### src/hw/rtl/hce_pkg.sv
`timescale 1ns / 1ps
// ----------------------------------------------------------------------------
// hce_pkg
// Shared types and constants of the Huffman code emitter: opcodes, field
// widths, code table geometry and the byte job that the packer hands to the
// output queue.
// ----------------------------------------------------------------------------
package hce_pkg;

	// opcodes
	localparam logic [1:0] OP_LOAD   = 2'd0;
	localparam logic [1:0] OP_ENCODE = 2'd1;
	localparam logic [1:0] OP_EMIT   = 2'd2;
	localparam logic [1:0] OP_FLUSH  = 2'd3;

	// code table geometry
	localparam int SYMBOL_COUNT = 65536;
	localparam int SYM_W        = 16;
	localparam int ADDR_W       = (SYMBOL_COUNT > 1) ? $clog2(SYMBOL_COUNT) : 1;
	localparam int MAX_CODE_LEN = 32;

	// field widths
	localparam int CODE_W = 32;
	localparam int LEN_W  = 6;
	localparam int WORD_W = 32;
	localparam int BYTE_W = 8;

	// bit packer: up to seven pending bits plus one full code word
	localparam int PEND_W = 7;
	localparam int PCNT_W = 3;
	localparam int ACC_W  = PEND_W + CODE_W;
	localparam int JOB_BYTES = 4;
	localparam int JOB_W  = JOB_BYTES * BYTE_W;
	localparam int JCNT_W = 3;

	// table entry: code word above its length
	localparam int ENTRY_W = CODE_W + LEN_W;

	// output job queue
	localparam int Q_DEPTH = 4;
	localparam int Q_AW    = 2;
	localparam int Q_CW    = 3;

	// completed bytes of one item, left-aligned, first byte on top
	typedef struct packed {
		logic [JOB_W-1:0]  word;
		logic [JCNT_W-1:0] nbytes;
		logic              err;
	} hce_job_t;

endpackage

### src/hw/rtl/hce_byte_queue.sv
`timescale 1ns / 1ps
// ----------------------------------------------------------------------------
// hce_byte_queue
// Small job queue plus byte serializer. Each job holds one to four completed
// bytes (or one error result); bytes leave one per cycle while out_stall is
// low, last marks the final byte of a job.
// ----------------------------------------------------------------------------
module hce_byte_queue (
	input  logic                         clk,
	input  logic                         arst_n,
	input  logic                         push,
	input  hce_pkg::hce_job_t            push_job,
	output logic [hce_pkg::Q_CW-1:0]     q_count,
	output logic                         out_valid,
	input  logic                         out_stall,
	output logic [hce_pkg::BYTE_W-1:0]   out_byte,
	output logic                         last,
	output logic                         code_error
);
	import hce_pkg::*;

	hce_job_t             q_mem [Q_DEPTH];
	logic [Q_AW-1:0]      wr_ptr_q;
	logic [Q_AW-1:0]      rd_ptr_q;
	logic [Q_CW-1:0]      cnt_q;
	logic                 cur_valid_q;
	logic [JOB_W-1:0]     cur_word_q;
	logic [JCNT_W-1:0]    cur_left_q;
	logic                 cur_err_q;
	logic                 take;
	logic                 pop;

	// handshake on the result side
	assign take = cur_valid_q && !out_stall;
	assign pop  = (cnt_q != '0) && (!cur_valid_q || (take && cur_left_q == JCNT_W'(1)));

	// queue storage
	always_ff @(posedge clk) begin
		if (push) begin
			q_mem[wr_ptr_q] <= push_job;
		end
	end

	// queue pointers and fill level
	always_ff @(posedge clk or negedge arst_n) begin
		if (!arst_n) begin
			wr_ptr_q <= '0;
			rd_ptr_q <= '0;
			cnt_q    <= '0;
		end else begin
			if (push) begin
				wr_ptr_q <= wr_ptr_q + Q_AW'(1);
			end
			if (pop) begin
				rd_ptr_q <= rd_ptr_q + Q_AW'(1);
			end
			case ({push, pop})
				2'b10:   cnt_q <= cnt_q + Q_CW'(1);
				2'b01:   cnt_q <= cnt_q - Q_CW'(1);
				default: cnt_q <= cnt_q;
			endcase
		end
	end

	// serializer control
	always_ff @(posedge clk or negedge arst_n) begin
		if (!arst_n) begin
			cur_valid_q <= 1'b0;
			cur_left_q  <= '0;
		end else if (pop) begin
			cur_valid_q <= 1'b1;
			cur_left_q  <= q_mem[rd_ptr_q].nbytes;
		end else if (take) begin
			if (cur_left_q == JCNT_W'(1)) begin
				cur_valid_q <= 1'b0;
			end
			cur_left_q <= cur_left_q - JCNT_W'(1);
		end
	end

	// serializer payload
	always_ff @(posedge clk) begin
		if (pop) begin
			cur_word_q <= q_mem[rd_ptr_q].word;
			cur_err_q  <= q_mem[rd_ptr_q].err;
		end else if (take) begin
			cur_word_q <= {cur_word_q[JOB_W-BYTE_W-1:0], BYTE_W'(0)};
		end
	end

	assign q_count    = cnt_q;
	assign out_valid  = cur_valid_q;
	assign out_byte   = cur_err_q ? '0 : cur_word_q[JOB_W-1 -: BYTE_W];
	assign last       = (cur_left_q == JCNT_W'(1));
	assign code_error = cur_err_q;

endmodule

### config.mk
export PLATFORM = sky130hd
export DESIGN_NAME = hce_byte_queue
export DESIGN_NICKNAME = d
export VERILOG_FILES = /design/src/hw/rtl/hce_pkg.sv /design/src/hw/rtl/hce_byte_queue.sv
export SDC_FILE = /design/constraint.sdc
export NUM_CORES = 1
export LEC_CHECK = 0
export BUFFER_PORTS_ARGS = -buffer_cell sky130_fd_sc_hd__buf_2
export CAP_MARGIN = 20
export CORE_ASPECT_RATIO = 1.5
export CORE_MARGIN = 3
export CORE_UTILIZATION = 40
export CTS_CLUSTER_DIAMETER = 200
export DETAILED_ROUTE_END_ITERATION = 8
export PLACE_DENSITY = 0.54
export SYNTH_ARGS = -nofsm -noshare
export SYNTH_HDL_FRONTEND = slang
export SYNTH_SLANG_ARGS = --single-unit
### constraint.sdc
create_clock -name clk -period 3.5 [get_ports clk]
set_input_delay 0.7 -clock clk [delete_from_list [all_inputs] [get_ports clk]]
set_output_delay 0.7 -clock clk [all_outputs]
set_load 0.01 [all_outputs]
==> Flow_metrics.wiki <==
{| class="wikitable"
! Metric !! Value
|-
| Clk Latency, worst-skew pair || 420 ps
|-
| Yosys reg bits || 188
|-
| Cell types with the largest area share after synthesis || sky130_fd_sc_hd__edfxtp_1 73%, sky130_fd_sc_hd__mux4_2 11%, sky130_fd_sc_hd__dfrtp_1 3.8%, sky130_fd_sc_hd__mux2_2 2.9%, sky130_fd_sc_hd__mux2_4 1.9%
|-
| Via count of the first global-routing pass || ~3500
|-
| Final-report hold violation count || 0
|-
| Crit-path max FO || 37
|-
| Yosys warning count || 0
|-
| Required time at the worst-slack endpoint || between 3000 and 4000 ps
|-
| Max-cap violation count || 0
|-
| Post-route ant nets || 0
|-
| Number of iterations in the first detailed-routing pass || 4
|-
| Root buffer cell || sky130_fd_sc_hd__clkbuf_16
|-
| Drt wl/cell || between 15 and 20 um
|-
| Path type of the worst setup path || register to register
|-
| Post_cts resized || 0
|-
| Max-slew violation total from the final report || 0
|-
| Core Footprint || 17600 um^2
|-
| Antenna violations before repair || 0
|-
| Width of the die || around 120 um
|-
| Reg-to-reg critical path endpoint || cur_word_q[24]
|-
| Antenna cells || 0
|-
| Post-synth top flop || sky130_fd_sc_hd__edfxtp_1
|-
| Final sum of negative setup slack || 0 ps
|-
| TritonCTS clock tree || built
|-
| Number of distinct library cell variants in the gate-level netlist after synthesis || 29
|-
| Synth-to-layout area growth || 15.7%
|-
| Portion of the clock cycle consumed by the worst path in the final layout || 0.670
|-
| Proportion of synthesized chip area in sequential cells || 0.770
|-
| Max rail drop VDD || about 0.33 mV
|-
| Fraction of final layout cells with drive strength greater than 1 || 0.417
|-
| Arrival time at the worst endpoint || approximately 2500 ps
|-
| Post-synthesis cell type with the largest combined area || sky130_fd_sc_hd__edfxtp_1
|-
| Io pins || 54
|-
| Minimum setup slack after placement || 964 ps
|-
| WL final || about 12000 um
|-
| Worst R2R Start || cur_left_q[1]
|-
| Slew @ Worst Pin || approximately 1100 ps
|-
| Total Nets Final || between 400 and 500
|-
| Maximum number of buffers from clock root to sink || 2
|-
| Setup slack, reg-to-reg || ~1200 ps
|-
| Post-synthesis instance total || 320
|-
| Leakage Power || ~0.003 uW
|-
| Number of vias per cell || 5.06
|-
| Depth of the CTS H-tree || 4
|-
| Crit start category || register
|-
| Power density normalized to cell area || 796 nW/um^2
|-
| DRC marker count from the first detailed-route iteration || ~160
|-
| Final weighted congestion of routability-driven global placement || roughly 0.66
|-
| EDFF count, synth || 177
|-
| Hold WC Path Type || input port to async pin
|-
| CTS buffer count || 17
|-
| All-layer global routing usage || 0.131
|-
| Clock Pin Slew Worst Setup and Hold Paths || around 70 ps
|-
| Slew margin rel. || 0.296
|-
| Post-synthesis instance area || approximately 7300 um^2
|-
| Max stage delay on crit path || ~450 ps
|-
| Overall die area || around 20000 um^2
|-
| Max stage delay cell, worst path || sky130_fd_sc_hd__buf_4
|-
| Pin count of the biggest net entering global routing || 38
|-
| Outcome || complete, no violations
|-
| Sinks on Clock Net || around 190
|-
| Number of design rule violations left after detail routing || 0
|-
| Final core occ || 0.478
|-
| DR vias || around 3100
|-
| Total of endpoints with negative setup slack in the final report || 0
|-
| Buffers inserted during post-CTS setup optimization || 0
|-
| Effective utilization at floorplan || 0.413
|-
| Number of cells in the finished layout apart from fillers || around 620
|-
| Hold buffer count at CTS || 0
|-
| Leftover overflow at the end of global routing || 0
|-
| Num rows || just under 60
|-
| Final min period || 2340 ps
|-
| Most frequent cells after synthesis || 177 x sky130_fd_sc_hd__edfxtp_1, 36 x sky130_fd_sc_hd__mux4_2, 19 x sky130_fd_sc_hd__mux2_2, 12 x sky130_fd_sc_hd__and2_1, 11 x sky130_fd_sc_hd__dfrtp_1
|-
| Most frequent cell after synthesis || sky130_fd_sc_hd__edfxtp_1
|-
| DP Cell Count || approximately 600
|-
| Net count of the mapped netlist || between 300 and 400
|-
| Number of cells on the worst reg-to-reg path || 6
|-
| Worst clock skew || roughly 8 ps
|-
| Dpl hpwl || ~7500 um
|-
| Fraction of post-synthesis cell area in the top cell type by area || 0.732
|-
| Setup repair after global routing missed its margin || no
|-
| First-pass GRT wire length || around 19000 um
|-
| Crit path capture type || register
|-
| Max Fclk || 427 MHz
|-
| Height of the chip || 171 um
|-
| Setup slack of the critical path after layout || 1160 ps
|-
| Fraction of synthesis flops using an asynchronous set or reset pin || 0.0585
|-
| Port Buffer Count || between 50 and 60
|-
| Ordered cell list for the critical path || inv_1 > ha_1 > or3b_4 > a21oi_4 > buf_4 > mux2_2
|-
| Power after layout || around 6700 uW
|-
| Synthesized area per cell || about 23 um^2
|}
==> area by class of cell <==
| cell class | count | area [um^2] |
|---|---|---|
| multi-input combinational | 114 | 1570 |
| tap | 213 | 267 |
| sequential | 188 | 5590 |
| clock buffer | 18 | 429 |
| inverter | 6 | 22.5 |
| clock inverter | 14 | 155 |
| timing repair buffer | 65 | 368 |
| fill | 1465 | 9170 |
==> state kept, by name, summed over array words and instances, names as in the netlist <==
name and count:
cur_word_q 32, cur_left_q 3, rd_ptr_q 2, out_valid 1
q_mem 144, wr_ptr_q 2, code_error 1, q_count 3
==> report_power, final <==
part           switching, uW  internal (uW)  leakage (uW)  total, uW
sequential               309           3050       0.00178       3360
combinational            662            819      0.000859       1480
clock                    894            958      0.000286       1850
==> stage by stage <==
step	instance area, um^2	hold WS, ps
6_report	8400	140
5_1_grt	8400	140
4_1_cts	8400	134
3_5_place_dp	7820	505
3_3_place_gp	7820	483
2_1_floorplan	7260	404
==> worst max-delay path, delay by kind of cell (launching register included) <==
kind,cells,cell delay [ps]
muxes,1,390
buffers and inverters,2,540
adders and majority gates,1,170
and+or+nand+nor,1,410
DFF,1,360
AOI/OAI and AO/OA,1,180
==> placed cells by master, fill, tap and decap left out, types with 2 or more instances in the layout <==
cell type	synthesis	final
sky130_fd_sc_hd__dfrtp_1	11	9
sky130_fd_sc_hd__and2_2	0	4
sky130_fd_sc_hd__nand2_1	3	3
sky130_fd_sc_hd__mux2_4	9	9
sky130_fd_sc_hd__xor2_1	3	3
sky130_fd_sc_hd__clkbuf_16	0	17
sky130_fd_sc_hd__xnor2_1	5	5
sky130_fd_sc_hd__buf_2	1	53
sky130_fd_sc_hd__mux4_2	36	36
sky130_fd_sc_hd__edfxtp_1	177	177
sky130_fd_sc_hd__inv_6	0	3
sky130_fd_sc_hd__clkinv_4	0	4
sky130_fd_sc_hd__ha_1	7	7
sky130_fd_sc_hd__dfrtp_2	0	2
sky130_fd_sc_hd__and2_1	12	8
sky130_fd_sc_hd__mux2_2	19	19
sky130_fd_sc_hd__clkinv_8	0	3
sky130_fd_sc_hd__buf_4	3	11
sky130_fd_sc_hd__inv_8	0	4
sky130_fd_sc_hd__inv_1	6	6
sky130_fd_sc_hd__nor2b_1	9	9
==> logic make-up (layout without fill, tap and decap cells) <==
family,after synthesis,count (layout),share of synthesized area
compound gates,3,3,0.00293
mux,65,65,0.161
buf+inv,18,103,0.0165
xor+xnor,8,8,0.00965
fa+ha+maj,8,8,0.0148
simple gates,30,30,0.0252
flops,188,188,0.770
==> how the worst max path moves through the flow <==
stage / from / end / slack, ps / cells past startpoint
after floorplan: out_stall / cur_word_q[0] / 730 / 5
after global placement: out_stall / cur_word_q[16] / 1000 / 5
after detailed placement: out_stall / cur_word_q[28] / 960 / 5
after CTS: cur_left_q[1] / cur_word_q[16] / 1140 / 6
after global routing: cur_left_q[1] / cur_word_q[26] / 1030 / 6
final: cur_left_q[1] / cur_word_q[24] / 1160 / 6
==> per-layer routing <==
layer	GRT usage	part of all wire	vias up	wire, um
met3	0.0315	0.032	14	387
li1	-	-	1431	-
met2	0.219	0.54	46	6540
met5	0	0	-	0
met4	0.0454	0.015	0	183
met1	0.168	0.42	1633	5110
Note: power is estimated with default switching activity, not from simulation.
